<file path="config.mk">
export PLATFORM = sky130hd
export DESIGN_NAME = touch_sample_filter_average
export DESIGN_NICKNAME = d
export VERILOG_FILES = /design/src/hw/rtl/tsf_pkg.sv /design/src/hw/rtl/tsf_axis.sv /design/src/hw/rtl/touch_sample_filter_average.sv
export SDC_FILE = /design/constraint.sdc
export NUM_CORES = 1
export LEC_CHECK = 0
export BUFFER_PORTS_ARGS = -buffer_cell sky130_fd_sc_hd__buf_4
export CAP_MARGIN = 20
export CORE_MARGIN = 2
export CORE_UTILIZATION = 50
export DETAILED_ROUTE_END_ITERATION = 16
export HOLD_SLACK_MARGIN = 0.06
export PLACE_DENSITY = 0.75
export SLEW_MARGIN = 20
export SYNTH_ARGS = -nofsm -noshare
export SYNTH_HDL_FRONTEND = slang
export SYNTH_SLANG_ARGS = --single-unit
</file>
<file path="constraint.sdc">
create_clock -name clk_i -period 6.4 [get_ports clk_i]
set_input_delay 0 -clock clk_i [delete_from_list [all_inputs] [get_ports clk_i]]
set_output_delay 0 -clock clk_i [all_outputs]
set_load 0.005 [all_outputs]
</file>
<file path="src/hw/rtl/tsf_pkg.sv">
// Shared types and constants for the touch sample filter and averager.
`default_nettype none

package tsf_pkg;

  localparam int unsigned COORD_BITS = 10;
  localparam int unsigned ERR_BITS   = 10;
  localparam int unsigned HIST_DEPTH = 3;
  localparam int unsigned CNT_BITS   = 2;

  localparam logic [ERR_BITS-1:0] DEV_MAX_RESET = ERR_BITS'(10);

  // Event codes.
  localparam logic [1:0] OP_TOUCH     = 2'd0;
  localparam logic [1:0] OP_CONV_DONE = 2'd1;
  localparam logic [1:0] OP_TIMER     = 2'd2;

  // Action codes.
  localparam logic [1:0] ACT_WAIT_DOWN = 2'd0;
  localparam logic [1:0] ACT_MEASURE   = 2'd1;
  localparam logic [1:0] ACT_WAIT_UP   = 2'd2;

  localparam logic [CNT_BITS-1:0] LAST_HIST_IDX = CNT_BITS'(HIST_DEPTH - 1);

  typedef logic [HIST_DEPTH-1:0][COORD_BITS-1:0] hist_t;

  typedef struct packed {
    logic [1:0]            opcode;
    logic                  pen_up;
    logic [COORD_BITS-1:0] x_sample;
    logic [COORD_BITS-1:0] y_sample;
  } in_t;

  typedef struct packed {
    logic [1:0]            action;
    logic                  point_valid;
    logic [COORD_BITS-1:0] x_point;
    logic [COORD_BITS-1:0] y_point;
  } out_t;

  typedef struct packed {
    logic                  ok;
    logic [COORD_BITS-1:0] avg;
  } axis_res_t;

endpackage

`default_nettype wire

</file>
<file path="src/hw/rtl/tsf_axis.sv">
// Outlier check and four-sample average for one coordinate axis.
`default_nettype none

module tsf_axis (
  input  tsf_pkg::hist_t                    hist_i,
  input  logic [tsf_pkg::COORD_BITS-1:0]    sample_i,
  input  logic [tsf_pkg::ERR_BITS-1:0]      dev_max_i,
  output tsf_pkg::axis_res_t                res_o
);

  localparam int unsigned CB = tsf_pkg::COORD_BITS;

  // A sample passes when its distance to the floor mean of the two before it
  // does not exceed the limit.
  function automatic logic dev_ok(input logic [CB-1:0] a, input logic [CB-1:0] b,
                                  input logic [CB-1:0] s,
                                  input logic [tsf_pkg::ERR_BITS-1:0] lim);
    logic [CB:0]   sum;
    logic [CB-1:0] mean;
    logic [CB-1:0] dev;
    sum  = {1'b0, a} + {1'b0, b};
    mean = sum[CB:1];
    dev  = (s > mean) ? (s - mean) : (mean - s);
    return dev <= lim;
  endfunction

  logic [CB+1:0] total;

  assign total = {2'b00, hist_i[0]} + {2'b00, hist_i[1]} + {2'b00, hist_i[2]}
               + {2'b00, sample_i};

  assign res_o.ok  = dev_ok(hist_i[0], hist_i[1], hist_i[2], dev_max_i)
                   & dev_ok(hist_i[1], hist_i[2], sample_i, dev_max_i);
  assign res_o.avg = total[CB+1:2];

endmodule

`default_nettype wire

</file>
<file path="src/hw/rtl/touch_sample_filter_average.sv">
// Top level: touch event sequencer with four-sample outlier filter.
//
//   Channel  Signals                          Direction  Payload
//   in       in_valid_i / in_ready_o          input      tsf_pkg::in_t
//   out      out_valid_o / out_ready_i        output     tsf_pkg::out_t
//   cfg      cfg_we_i / cfg_wdata_i           input      deviation limit (10 bits)
//
// Every event produces exactly one result. The event waits in the input register
// until the output register is free, and its result is then registered there.
// One event per cycle is sustained while out_ready_i stays high: an input
// register feeds the decision logic, whose result lands in the output register.
// The input register keeps taking events while a result waits in the output
// register; only when both are full does in_ready_o drop.
// Reset clears the sample count and sets the deviation limit to 10.
`default_nettype none

module touch_sample_filter_average (
  input  logic                           clk_i,
  input  logic                           rst_ni,
  input  logic                           cfg_we_i,
  input  logic [tsf_pkg::ERR_BITS-1:0]   cfg_wdata_i,
  input  logic                           in_valid_i,
  output logic                           in_ready_o,
  input  tsf_pkg::in_t                   in_data_i,
  output logic                           out_valid_o,
  input  logic                           out_ready_i,
  output tsf_pkg::out_t                  out_data_o
);

  logic [tsf_pkg::ERR_BITS-1:0] dev_max_q;
  logic                         s1_valid_q, s1_valid_d;
  tsf_pkg::in_t                 s1_data_q;
  logic                         out_valid_q, out_valid_d;
  tsf_pkg::out_t                out_data_q, out_data_d;
  logic [tsf_pkg::CNT_BITS-1:0] sample_count_q, sample_count_d;
  tsf_pkg::hist_t               x_hist_q, y_hist_q;
  logic                         hist_we;
  logic                         in_xfer, advance;
  tsf_pkg::axis_res_t           x_res, y_res;

  assign advance    = s1_valid_q & (~out_valid_q | out_ready_i);
  assign in_ready_o = ~s1_valid_q | advance;
  assign in_xfer    = in_valid_i & in_ready_o;

  assign out_valid_o = out_valid_q;
  assign out_data_o  = out_data_q;

  tsf_axis u_x_axis (
    .hist_i      (x_hist_q),
    .sample_i    (s1_data_q.x_sample),
    .dev_max_i   (dev_max_q),
    .res_o       (x_res)
  );

  tsf_axis u_y_axis (
    .hist_i      (y_hist_q),
    .sample_i    (s1_data_q.y_sample),
    .dev_max_i   (dev_max_q),
    .res_o       (y_res)
  );

  always_comb begin
    sample_count_d = sample_count_q;
    hist_we        = 1'b0;
    out_data_d     = '0;
    if (s1_data_q.opcode != tsf_pkg::OP_CONV_DONE) begin
      // Touch change, timer expiry and the unused code only look at the pen.
      out_data_d.action = s1_data_q.pen_up ? tsf_pkg::ACT_WAIT_DOWN
                                           : tsf_pkg::ACT_MEASURE;
    end else if (s1_data_q.pen_up) begin
      sample_count_d    = '0;
      out_data_d.action = tsf_pkg::ACT_WAIT_DOWN;
    end else if (sample_count_q < tsf_pkg::CNT_BITS'(tsf_pkg::HIST_DEPTH)) begin
      hist_we           = 1'b1;
      sample_count_d    = sample_count_q + 1'b1;
      out_data_d.action = tsf_pkg::ACT_MEASURE;
    end else begin
      sample_count_d    = '0;
      out_data_d.action = tsf_pkg::ACT_WAIT_UP;
      if (x_res.ok && y_res.ok) begin
        out_data_d.point_valid = 1'b1;
        out_data_d.x_point     = x_res.avg;
        out_data_d.y_point     = y_res.avg;
      end
    end
  end

  always_comb begin
    if (in_xfer) begin
      s1_valid_d = 1'b1;
    end else if (advance) begin
      s1_valid_d = 1'b0;
    end else begin
      s1_valid_d = s1_valid_q;
    end
    if (advance) begin
      out_valid_d = 1'b1;
    end else if (out_ready_i) begin
      out_valid_d = 1'b0;
    end else begin
      out_valid_d = out_valid_q;
    end
  end

  always_ff @(posedge clk_i or negedge rst_ni) begin
    if (!rst_ni) begin
      dev_max_q      <= tsf_pkg::DEV_MAX_RESET;
      s1_valid_q     <= 1'b0;
      out_valid_q    <= 1'b0;
      sample_count_q <= '0;
    end else begin
      if (cfg_we_i) begin
        dev_max_q <= cfg_wdata_i;
      end
      s1_valid_q  <= s1_valid_d;
      out_valid_q <= out_valid_d;
      if (advance) begin
        sample_count_q <= sample_count_d;
      end
    end
  end

  always_ff @(posedge clk_i) begin
    if (in_xfer) begin
      s1_data_q <= in_data_i;
    end
    if (advance) begin
      out_data_q <= out_data_d;
    end
    // The count stays below the depth whenever a sample is stored here.
    if (advance && hist_we) begin
      x_hist_q[sample_count_q] <= s1_data_q.x_sample;
      y_hist_q[sample_count_q] <= s1_data_q.y_sample;
    end
  end

  a_point_only_on_wait_up: assert property (@(posedge clk_i) disable iff (!rst_ni)
    out_valid_q && out_data_q.point_valid |-> out_data_q.action == tsf_pkg::ACT_WAIT_UP)
    else $error("point reported without wait-pen-up action");

  a_no_point_zero: assert property (@(posedge clk_i) disable iff (!rst_ni)
    out_valid_q && !out_data_q.point_valid |->
      out_data_q.x_point == '0 && out_data_q.y_point == '0)
    else $error("nonzero coordinates without a point");

  a_pen_up_clears: assert property (@(posedge clk_i) disable iff (!rst_ni)
    advance && s1_data_q.opcode == tsf_pkg::OP_CONV_DONE && s1_data_q.pen_up
      |=> sample_count_q == '0)
    else $error("sample count not cleared on pen-up conversion");

  a_pen_event_keeps_count: assert property (@(posedge clk_i) disable iff (!rst_ni)
    advance && s1_data_q.opcode != tsf_pkg::OP_CONV_DONE |=> $stable(sample_count_q))
    else $error("pen event changed the sample count");

  a_stage_holds: assert property (@(posedge clk_i) disable iff (!rst_ni)
    s1_valid_q && !advance |=> s1_valid_q)
    else $error("input stage dropped an event");

  a_count_range: assert property (@(posedge clk_i) disable iff (!rst_ni)
    hist_we |-> sample_count_q <= tsf_pkg::LAST_HIST_IDX)
    else $error("history write beyond depth");

endmodule

`default_nettype wire

</file>
==> results of run 1 <==
==> logic make-up after synthesis <==
| kind of cell | count (synthesis) |
|---|---|
| AOI/OAI and AO/OA | 259 |
| xor gates and xnor gates | 79 |
| adders and majority gates | 212 |
| buffers and inverters | 162 |
| DFF | 120 |
| muxes | 35 |
| and+or+nand+nor | 206 |
==> sequential cells by signal, indices dropped and copies added, names as in the netlist <==
name / cells
dev_max_q: 10
out_data_o: 23
out_valid_o: 1
s1_data_q: 23
s1_valid_q: 1
sample_count_q: 2
x_hist_q: 30
y_hist_q: 30
==> per-layer routing <==
metal  share of wire  vias to the layer above  wire [microns]  global-route usage
met3           0.055                       38            1430              0.0332
li1                -                     4066               -                   -
met2            0.46                      268           11900               0.370
met1            0.47                     3990           12200               0.331
met5               0                        -               0                   0
met4           0.018                        0             463              0.0662
==> critical path: stages (launching register included) <==
cell and delay (ps):
edfxtp_1 440, ha_1 320, a31o_1 170, a21oi_1 220, nor2b_1 70, o21a_1 180, o21ai_1 130, a21oi_1 100
o41a_1 360, xor2_1 160, ha_2 410, nand3_2 120, or3_4 410, a41oi_4 260, buf_4 180, mux2i_1 220
xnor2_1 180, ha_1 300, a21o_1 190, a21o_1 180, a21oi_1 160, o211ai_1 130, a221oi_2 330, o211a_1 190
buf_4 200, nor3b_1 220
==> power by group through the flow <==
stage               Clock (uW)  Sequential, uW  Combinational (uW)
floorplan                    0             930                 501
global placement             0             938                 661
detailed placement           0             939                 675
CTS                        991             923                 714
global route              1030             927                 824
finish                     984             923                 741
==> path summary, 6_finish.rpt <==
kind / slack [ps] / to / cells past startpoint / startpoint
worst max-delay path: 380 / out_data_o[3] / 25 / y_hist_q[11]
max in group asynchronous: 4730 / dev_max_q[2] / 4 / rst_ni
worst min-delay path: 280 / s1_data_q[5] / 2 / in_data_i[5]
worst max register to register: 380 / out_data_o[3] / 25 / y_hist_q[11]
worst min register to register: 510 / out_valid_o / 1 / s1_valid_q
min in group asynchronous: 690 / dev_max_q[1] / 3 / rst_ni
==> layout make-up <==
cell class	instances	area [sq um]	area share
flip-flops and latches	120	3540	0.271
clock inverters	15	166	0.0127
repair buffers	137	1180	0.0901
well taps	280	350	0.0268
inverters	149	559	0.0428
clock buffers	17	425	0.0326
multi-input cells	791	6850	0.524
==> what timing repair did <==
action                                  CTS  global route
hold endpoints to repair                 49             0
hold buffers                             58             0
endpoints found under the setup margin    0            21
buffers inserted                          0            10
resized for setup                         0            25
==> through the flow <==
step / setup TNS (ps) / hold WS (ps) / power [uW] / cells / setup slack, ps
finish: 0 / 281 / 2650 / 1509 / 380
global placement: 0 / -144 / 1600 / 1408 / 200
floorplan: 0 / -296 / 1430 / 1073 / 850
global route: -110 / 284 / 2780 / 1509 / -52.6
detailed placement: 0 / -141 / 1610 / 1408 / 98.4
CTS: 0 / 275 / 2630 / 1498 / 27.9
==> layout by cell type, fill, tap and decap left out, drive strengths merged, types with 8 or more instances in the layout <==
cell,instances
a211oi,8
a21o,32
a21oi,78
and2,22
buf,79
clkbuf,17
dfrtp,12
dlygate4sd3,58
edfxtp,106
fa,30
ha,182
inv,156
mux2,9
mux2i,26
nand2,39
nand2b,16
nand3,15
nand4,12
nor2,36
nor2b,32
nor3,14
o21a,18
o21ai,53
o21bai,21
xnor2,51
xor2,28
==> flow_metrics.env, run 1 <==
export IMPL_status="finished clean"
export IMPL_avgSynthCellArea_sq_um=10.2
export IMPL_vias_per_cell=5.54
export IMPL_crit_required_ps=6660
export IMPL_synth_nets=1323
export IMPL_postSynthCellCount=1073
export IMPL_grt_pass1_wl_microns=40800
export IMPL_finalCritPeriodShare=0.941
export IMPL_die_h_microns=152
export IMPL_fmax_mhz=166
export IMPL_postLayoutCoreUtil=0.604
export IMPL_setup_violations=0
export IMPL_crit_path_end_kind="register"
export IMPL_antenna_cells=0
export IMPL_grt_max_degree=24
export IMPL_synth_main_ff_cell="edfxtp_1"
export IMPL_die_area_sq_mm=0.0230
export IMPL_route_detailed_drc=0
export IMPL_synth_edf_count=106
export IMPL_switchingPower_uw=827
export IMPL_skew_ps=11.3
export IMPL_postPlaceCellArea_sq_mm=0.0117
export IMPL_cts_buffer_depth=2
export IMPL_gp_congestion=0.895
export IMPL_synth_compound_gate_area_share=0.155
export IMPL_cts_root_buffer="clkbuf_16"
export IMPL_portBuffers=62
export IMPL_num_fill_cells=1770
export IMPL_pwr_share_clk=0.372
export IMPL_first_pass_iters=5
export IMPL_vias=8362
export IMPL_synth_mux_area_frac=0.0335
export IMPL_hold_class="in -> reg"
export IMPL_ant_nets=0
export IMPL_wl_per_cell_microns=17.3
export IMPL_swShare=0.312
export IMPL_core_area_sq_mm=0.0216
export IMPL_maxSlewHeadroom=0.555
export IMPL_combPwrFrac=0.280
export IMPL_synth_top_cell_area_share=0.292
export IMPL_synthArstFlopShare=0.117
export IMPL_clk_pin_slew_ps=70
export IMPL_leakage_uw=0.00594
export IMPL_finalWirelength_microns=26100
export IMPL_nets=1466
export IMPL_internal_power_uw=1820
export IMPL_yosys_area_share_simple=0.102
export IMPL_crit_path_start_kind="register"
export IMPL_row_count=54
export IMPL_yosysWarnings=0
export IMPL_final_hold_violation_count=0
export IMPL_p_per_area_mw_per_mm2=203
export IMPL_maxCapViolCount=0
export IMPL_ctsHtreeMaxLevel=4
export IMPL_vdd_drop_max_v=0.000160
export IMPL_grt_pass1_vias=8170
export IMPL_dp_hpwl_microns=19400
export IMPL_tightest_slew_ps=668
export IMPL_yosysSeqAreaShare=0.325
export IMPL_yosys_area_share_adder=0.264
export IMPL_numCtsBuffers=17
export IMPL_die_x_microns=152
export IMPL_area_growth_pct=19.9
export IMPL_synth_top_family_by_area="adder cells"
export IMPL_arrival_ps=6280
export IMPL_synthTopCellsByArea="edfxtp_1 (29%), ha_1 (21%), fa_1 (5.5%), inv_1 (5.1%), xnor2_1 (4.1%)"
export IMPL_start_util=0.504
export IMPL_cts_sinks=120
export IMPL_worstPathMaxFanout=21
export IMPL_path_class="reg -> reg"
export IMPL_drive_gt1_frac=0.127
export IMPL_drv_slew=0
export IMPL_p_seq_frac=0.349
export IMPL_drtIter0Drc=668
export IMPL_clock_latency_ps=430
export IMPL_io_pins=63
export IMPL_fin_area_sq_mm=0.0131
export IMPL_netlist_top_cells_count="ha_1 (182), inv_1 (149), edfxtp_1 (106)"
export IMPL_cts_tree="yes"
export IMPL_min_period_ps=6020
export IMPL_antenna_found_initial=0
export IMPL_yosys_area_share_xor_xnor=0.0635
export IMPL_syn_area_sq_mm=0.0109
export IMPL_synth_seq_cells=120
export IMPL_yosysUniqueCellTypes=66
export IMPL_grt_overflow_total=0
export IMPL_synth_top_cell_by_area="edfxtp_1"
export IMPL_synth_most_common_cell="ha_1"
export IMPL_track_usage=0.232
Note: power is estimated with default switching activity, not from simulation.
==> inputs of run 2 (changes only) <==
--- a/config.mk
+++ b/config.mk
@@ -8,10 +8,10 @@
 export BUFFER_PORTS_ARGS = -buffer_cell sky130_fd_sc_hd__buf_4
 export CAP_MARGIN = 20
 export CORE_MARGIN = 2
-export CORE_UTILIZATION = 50
+export CORE_UTILIZATION = 35
 export DETAILED_ROUTE_END_ITERATION = 16
 export HOLD_SLACK_MARGIN = 0.06
-export PLACE_DENSITY = 0.75
+export PLACE_DENSITY = 0.59
 export SLEW_MARGIN = 20
 export SYNTH_ARGS = -nofsm -noshare
 export SYNTH_HDL_FRONTEND = slang
==> flow_metrics.env, run 2 (synthesized netlist as in run 1, its figures left out) <==
export IMPL_whs_ps=294
export IMPL_crit_path_start_kind="register"
export IMPL_die_area_sq_mm=0.0326
export IMPL_crit_required_ps=6660
export IMPL_rr_endpoint="out_data_o[3]"
export IMPL_grt_pass1_wl_microns=42200
export IMPL_drtIter0Drc=387
export IMPL_finalCritPeriodShare=0.946
export IMPL_min_path_cells=2
export IMPL_crit_path_end_kind="register"
export IMPL_finalWirelength_microns=25900
export IMPL_layout_commonest_cell="ha_1"
export IMPL_grt_max_degree=24
export IMPL_track_usage=0.163
export IMPL_die_x_microns=180
export IMPL_vdd_drop_max_v=0.000174
export IMPL_row_count=64
export IMPL_cpMaxStageDelayCell="edfxtp_1"
export IMPL_status="finished clean"
export IMPL_ctsHtreeMaxLevel=4
export IMPL_first_pass_iters=5
export IMPL_postLayoutCoreUtil=0.430
export IMPL_arrival_ps=6320
export IMPL_maxSlewHeadroom=0.278
export IMPL_drv_slew=0
export IMPL_dp_hpwl_microns=20400
export IMPL_ant_nets=0
export IMPL_hold_path_endpoint="s1_data_q[19]"
export IMPL_cts_sinks=120
export IMPL_setup_violations=0
export IMPL_final_hold_violation_count=0
export IMPL_hold_class="in -> reg"
export IMPL_die_h_microns=180
export IMPL_min_period_ps=6050
export IMPL_area_growth_pct=20.8
export IMPL_max_stage_delay_ps=430
export IMPL_rrSetupSlack_ps=350
export IMPL_skew_ps=10.8
export IMPL_gp_congestion=0.844
export IMPL_worstRegToRegCells=28
export IMPL_antenna_found_initial=0
export IMPL_wl_per_cell_microns=15.9
export IMPL_worstPathMaxFanout=21
export IMPL_path_class="reg -> reg"
export IMPL_cts_tree="yes"
export IMPL_hp_start="in_data_i[19]"
export IMPL_num_fill_cells=2919
export IMPL_p_per_area_mw_per_mm2=198
export IMPL_fin_area_sq_mm=0.0132
export IMPL_leakage_uw=0.00592
export IMPL_core_area_sq_mm=0.0306
export IMPL_vias=8012
export IMPL_fmax_mhz=165
export IMPL_setup_tns_ps=0
export IMPL_top_regs="x_hist_q x30, y_hist_q x30"
export IMPL_vias_per_cell=4.92
export IMPL_io_pins=63
export IMPL_clock_latency_ps=430
export IMPL_reg2reg_from="y_hist_q[20]"
export IMPL_grt_pass1_vias=8189
export IMPL_final_cell_mix="ha_1 (180), inv_1 (149), edfxtp_1 (106)"
export IMPL_route_detailed_drc=0
export IMPL_total_power_uw=2600
export IMPL_nets=1468
export IMPL_portBuffers=62
export IMPL_cts_root_buffer="clkbuf_16"
export IMPL_maxCapViolCount=0
export IMPL_tightest_slew_ps=1080
export IMPL_numCtsBuffers=17
export IMPL_cts_buffer_depth=2
export IMPL_crit_top_cell="a21oi_2"
export IMPL_clk_pin_slew_ps=60
export IMPL_start_util=0.356
export IMPL_drive_gt1_frac=0.119
export IMPL_antenna_cells=0
export IMPL_grt_overflow_total=0
export IMPL_postPlaceCellArea_sq_mm=0.0119
## run 2: how the worst max path moves through the flow
stage | slack (ps) | cells past startpoint | from | to
floorplan | 850 | 26 | y_hist_q[20] | out_data_o[13]
global placement | 220 | 26 | y_hist_q[20] | out_data_o[13]
detailed placement | 20 | 27 | y_hist_q[20] | out_data_o[1]
CTS | 60 | 28 | y_hist_q[20] | out_data_o[1]
global route | -40 | 28 | y_hist_q[10] | out_data_o[3]
finish | 350 | 28 | y_hist_q[20] | out_data_o[3]
## run 2: metal layers
metal	vias to the layer above	wire length [microns]	part of all wire	track usage
li1	4077	-	-	-
met1	3777	13300	0.51	0.235
met2	138	11400	0.44	0.254
met3	20	834	0.032	0.0232
met4	0	329	0.013	0.0442
met5	-	0	0	0
## run 2: what timing repair did
action / CTS / global route
pin swaps: 1 / 5
hold endpoints to repair: 49 / 0
resized for setup: 0 / 17
endpoints found under the setup margin: 1 / 21
setup buffers: 0 / 10
hold buffers: 58 / 0
## run 2: metrics by stage
step	cells	setup slack, ps
after floorplan	1073	850
after CTS	1617	58.6
final	1627	348
after global routing	1627	-39.6
after detailed placement	1527	21.4
after global placement	1527	222
## run 2: cell type report
| cell class | count | area, sq um | area share |
|---|---|---|---|
| clock buffer | 18 | 429 | 0.0326 |
| sequential | 120 | 3540 | 0.269 |
| timing repair buffer | 139 | 1200 | 0.0912 |
| clock inverter | 14 | 133 | 0.0101 |
| inverter | 149 | 559 | 0.0425 |
| multi-input combinational | 791 | 6810 | 0.517 |
| tap | 396 | 495 | 0.0376 |
## run 2: report_power, final
| part | internal [uW] | total, uW | switching [uW] |
|---|---|---|---|
| logic | 343 | 733 | 390 |
| registers | 895 | 923 | 28.0 |
| clock network | 567 | 949 | 382 |
## run 2: critical path, delay by kind of cell, from the launching register on
family                   cells  cell delay, ps
AO/OA/AOI/OAI               14            2680
XOR/XNOR                     2             400
adder cells (fa/ha/maj)      3             870
buffers and inverters        4             570
flip-flops                   1             430
multiplexers                 1             370
AND/OR/NAND/NOR              4             550
==> inputs of run 3 (changes only) <==
--- a/config.mk
+++ b/config.mk
@@ -12,6 +12,7 @@
 export DETAILED_ROUTE_END_ITERATION = 16
 export HOLD_SLACK_MARGIN = 0.06
 export PLACE_DENSITY = 0.59
+export RECOVER_POWER = 100
 export SLEW_MARGIN = 20
 export SYNTH_ARGS = -nofsm -noshare
 export SYNTH_HDL_FRONTEND = slang
==> flow_metrics.env, run 3 (synthesized netlist as in run 1, its figures left out) <==
export IMPL_status="finished, violations left"
export IMPL_failed_checks="max-capacitance violations, max-slew violations"
export IMPL_start_util=0.356
export IMPL_antenna_cells=0
export IMPL_place_ws_ps=21.4
export IMPL_combPwrFrac=0.280
export IMPL_max_stage_delay_ps=430
export IMPL_pwr_share_clk=0.365
export IMPL_first_pass_iters=8
export IMPL_maxSlewHeadroom=-0.102
export IMPL_cts_sinks=120
export IMPL_crit_required_ps=6660
export IMPL_switchingPower_uw=800
export IMPL_min_period_ps=6040
export IMPL_clk_pin_slew_ps=60
export IMPL_clock_latency_ps=420
export IMPL_whs_ps=313
export IMPL_io_pins=63
export IMPL_crit_path_end_kind="register"
export IMPL_p_per_area_mw_per_mm2=198
export IMPL_area_growth_pct=20.3
export IMPL_route_detailed_drc=0
export IMPL_drv_slew=87
export IMPL_layout_commonest_cell="ha_1"
export IMPL_grt_pass1_wl_microns=42200
export IMPL_rr_endpoint="out_data_o[3]"
export IMPL_finalWirelength_microns=25900
export IMPL_hp_start="in_data_i[19]"
export IMPL_rrSetupSlack_ps=360
export IMPL_crit_top_cell="a21oi_2"
export IMPL_cts_buffer_depth=2
export IMPL_internal_power_uw=1800
export IMPL_dp_hpwl_microns=20400
export IMPL_skew_ps=9.98
export IMPL_seq_area_sq_mm=0.00354
export IMPL_multi_input_area_sq_mm=0.00681
export IMPL_top_regs="x_hist_q x30, y_hist_q x30"
export IMPL_setup_violations=0
export IMPL_final_cell_mix="ha_1 (180), inv_1 (149), edfxtp_1 (106)"
export IMPL_arrival_ps=6300
export IMPL_gp_congestion=0.844
export IMPL_die_x_microns=180
export IMPL_die_h_microns=180
export IMPL_core_area_sq_mm=0.0306
export IMPL_swShare=0.308
export IMPL_cts_root_buffer="clkbuf_16"
export IMPL_tightest_slew_ps=1650
export IMPL_grt_max_degree=24
export IMPL_cts_tree="yes"
export IMPL_grt_pass1_vias=8189
export IMPL_numCtsBuffers=17
export IMPL_reg2reg_from="y_hist_q[20]"
export IMPL_min_path_cells=2
export IMPL_path_class="reg -> reg"
export IMPL_critical_path_top_delay_family="compound AO/OA/AOI/OAI gates"
export IMPL_crit_buf_inv=4
export IMPL_fmax_mhz=166
export IMPL_nets=1468
export IMPL_leakage_uw=0.00585
export IMPL_portBuffers=62
export IMPL_num_fill_cells=2934
export IMPL_maxCapViolCount=4
export IMPL_finalCritPeriodShare=0.943
export IMPL_row_count=64
export IMPL_worstPathMaxFanout=21
export IMPL_die_area_sq_mm=0.0326
export IMPL_p_seq_frac=0.355
export IMPL_ant_nets=0
export IMPL_vdd_drop_max_v=0.000174
export IMPL_vias_per_cell=4.93
export IMPL_track_usage=0.163
export IMPL_drtIter0Drc=380
export IMPL_grt_overflow_total=0
export IMPL_final_hold_violation_count=0
export IMPL_drive_gt1_frac=0.106
export IMPL_wl_per_cell_microns=15.9
export IMPL_antenna_found_initial=0
export IMPL_worstRegToRegCells=28
export IMPL_hold_class="in -> reg"
export IMPL_cpMaxStageDelayCell="edfxtp_1"
export IMPL_ctsHtreeMaxLevel=4
export IMPL_hold_path_endpoint="s1_data_q[19]"
export IMPL_vias=8019
export IMPL_crit_path_start_kind="register"
export IMPL_setup_slack_ps=365
[run 3: cell count changes in the layout (fill, tap and decap cells not counted)]
| cell | previous run | this run |
|---|---|---|
| and2_0 | 0 | 5 |
| and2_1 | 19 | 16 |
| and2_2 | 2 | 0 |
| buf_4 | 80 | 20 |
| clkbuf_1 | 1 | 15 |
| clkbuf_4 | 0 | 46 |
[run 3: worst max path at each step]
stage | start | end | slack (ps) | cells after the start
CTS | y_hist_q[20] | out_data_o[1] | 60 | 28
global route | y_hist_q[10] | out_data_o[3] | -40 | 28
global placement | y_hist_q[20] | out_data_o[13] | 220 | 26
finish | y_hist_q[20] | out_data_o[3] | 360 | 28
floorplan | y_hist_q[20] | out_data_o[13] | 850 | 26
detailed placement | y_hist_q[20] | out_data_o[1] | 20 | 27
[run 3: power by group through the flow]
stage               clock network (uW)  logic, uW  registers [uW]
finish                             948        728             924
global route                       998        828             930
CTS                                967        721             923
detailed placement                   0        684             940
global placement                     0        677             939
floorplan                            0        501             930
[run 3: per-layer routing]
layer / vias up / track usage / part of all wire
met3: 20 / 0.0232 / 0.031
met4: 0 / 0.0442 / 0.013
met5: - / 0 / 0
li1: 4074 / - / -
met2: 139 / 0.254 / 0.44
met1: 3786 / 0.235 / 0.52
[run 3: what timing repair did]
action	CTS	global route
pin swaps	1	5
hold buffers	58	0
resized for setup	0	17
setup endpoints to repair	1	21
hold endpoints to repair	49	0
buffers inserted	0	10
[run 3: worst reg2reg max path, delay by kind of cell (launching register included)]
kind	cells	cell delay, ps
AND/OR/NAND/NOR	4	540
adder cells (fa/ha/maj)	3	860
buffers and inverters	4	580
flip-flops	1	430
multiplexers	1	370
XOR/XNOR	2	390
AO/OA/AOI/OAI	14	2700
[run 3: metrics by stage]
step	std cells	setup TNS [ps]	cell area (sq um)	power [uW]	util
after CTS	1617	0	13000	2610	0.425
after floorplan	1073	0	10900	1430	-
after global placement	1527	0	11900	1620	0.388
after detailed placement	1527	0	11900	1620	0.388
after global routing	1627	-73.5	13100	2760	0.429
final	1627	0	13100	2600	0.429
[run 3: cell type report]
| type | count | area share |
|---|---|---|
| Inverter | 149 | 0.0427 |
| Clock buffer | 18 | 0.0327 |
| Clock inverter | 14 | 0.0101 |
| Timing Repair Buffer | 139 | 0.0876 |
| Sequential cell | 120 | 0.270 |
| Multi-Input combinational cell | 791 | 0.519 |
| Tap cell | 396 | 0.0378 |
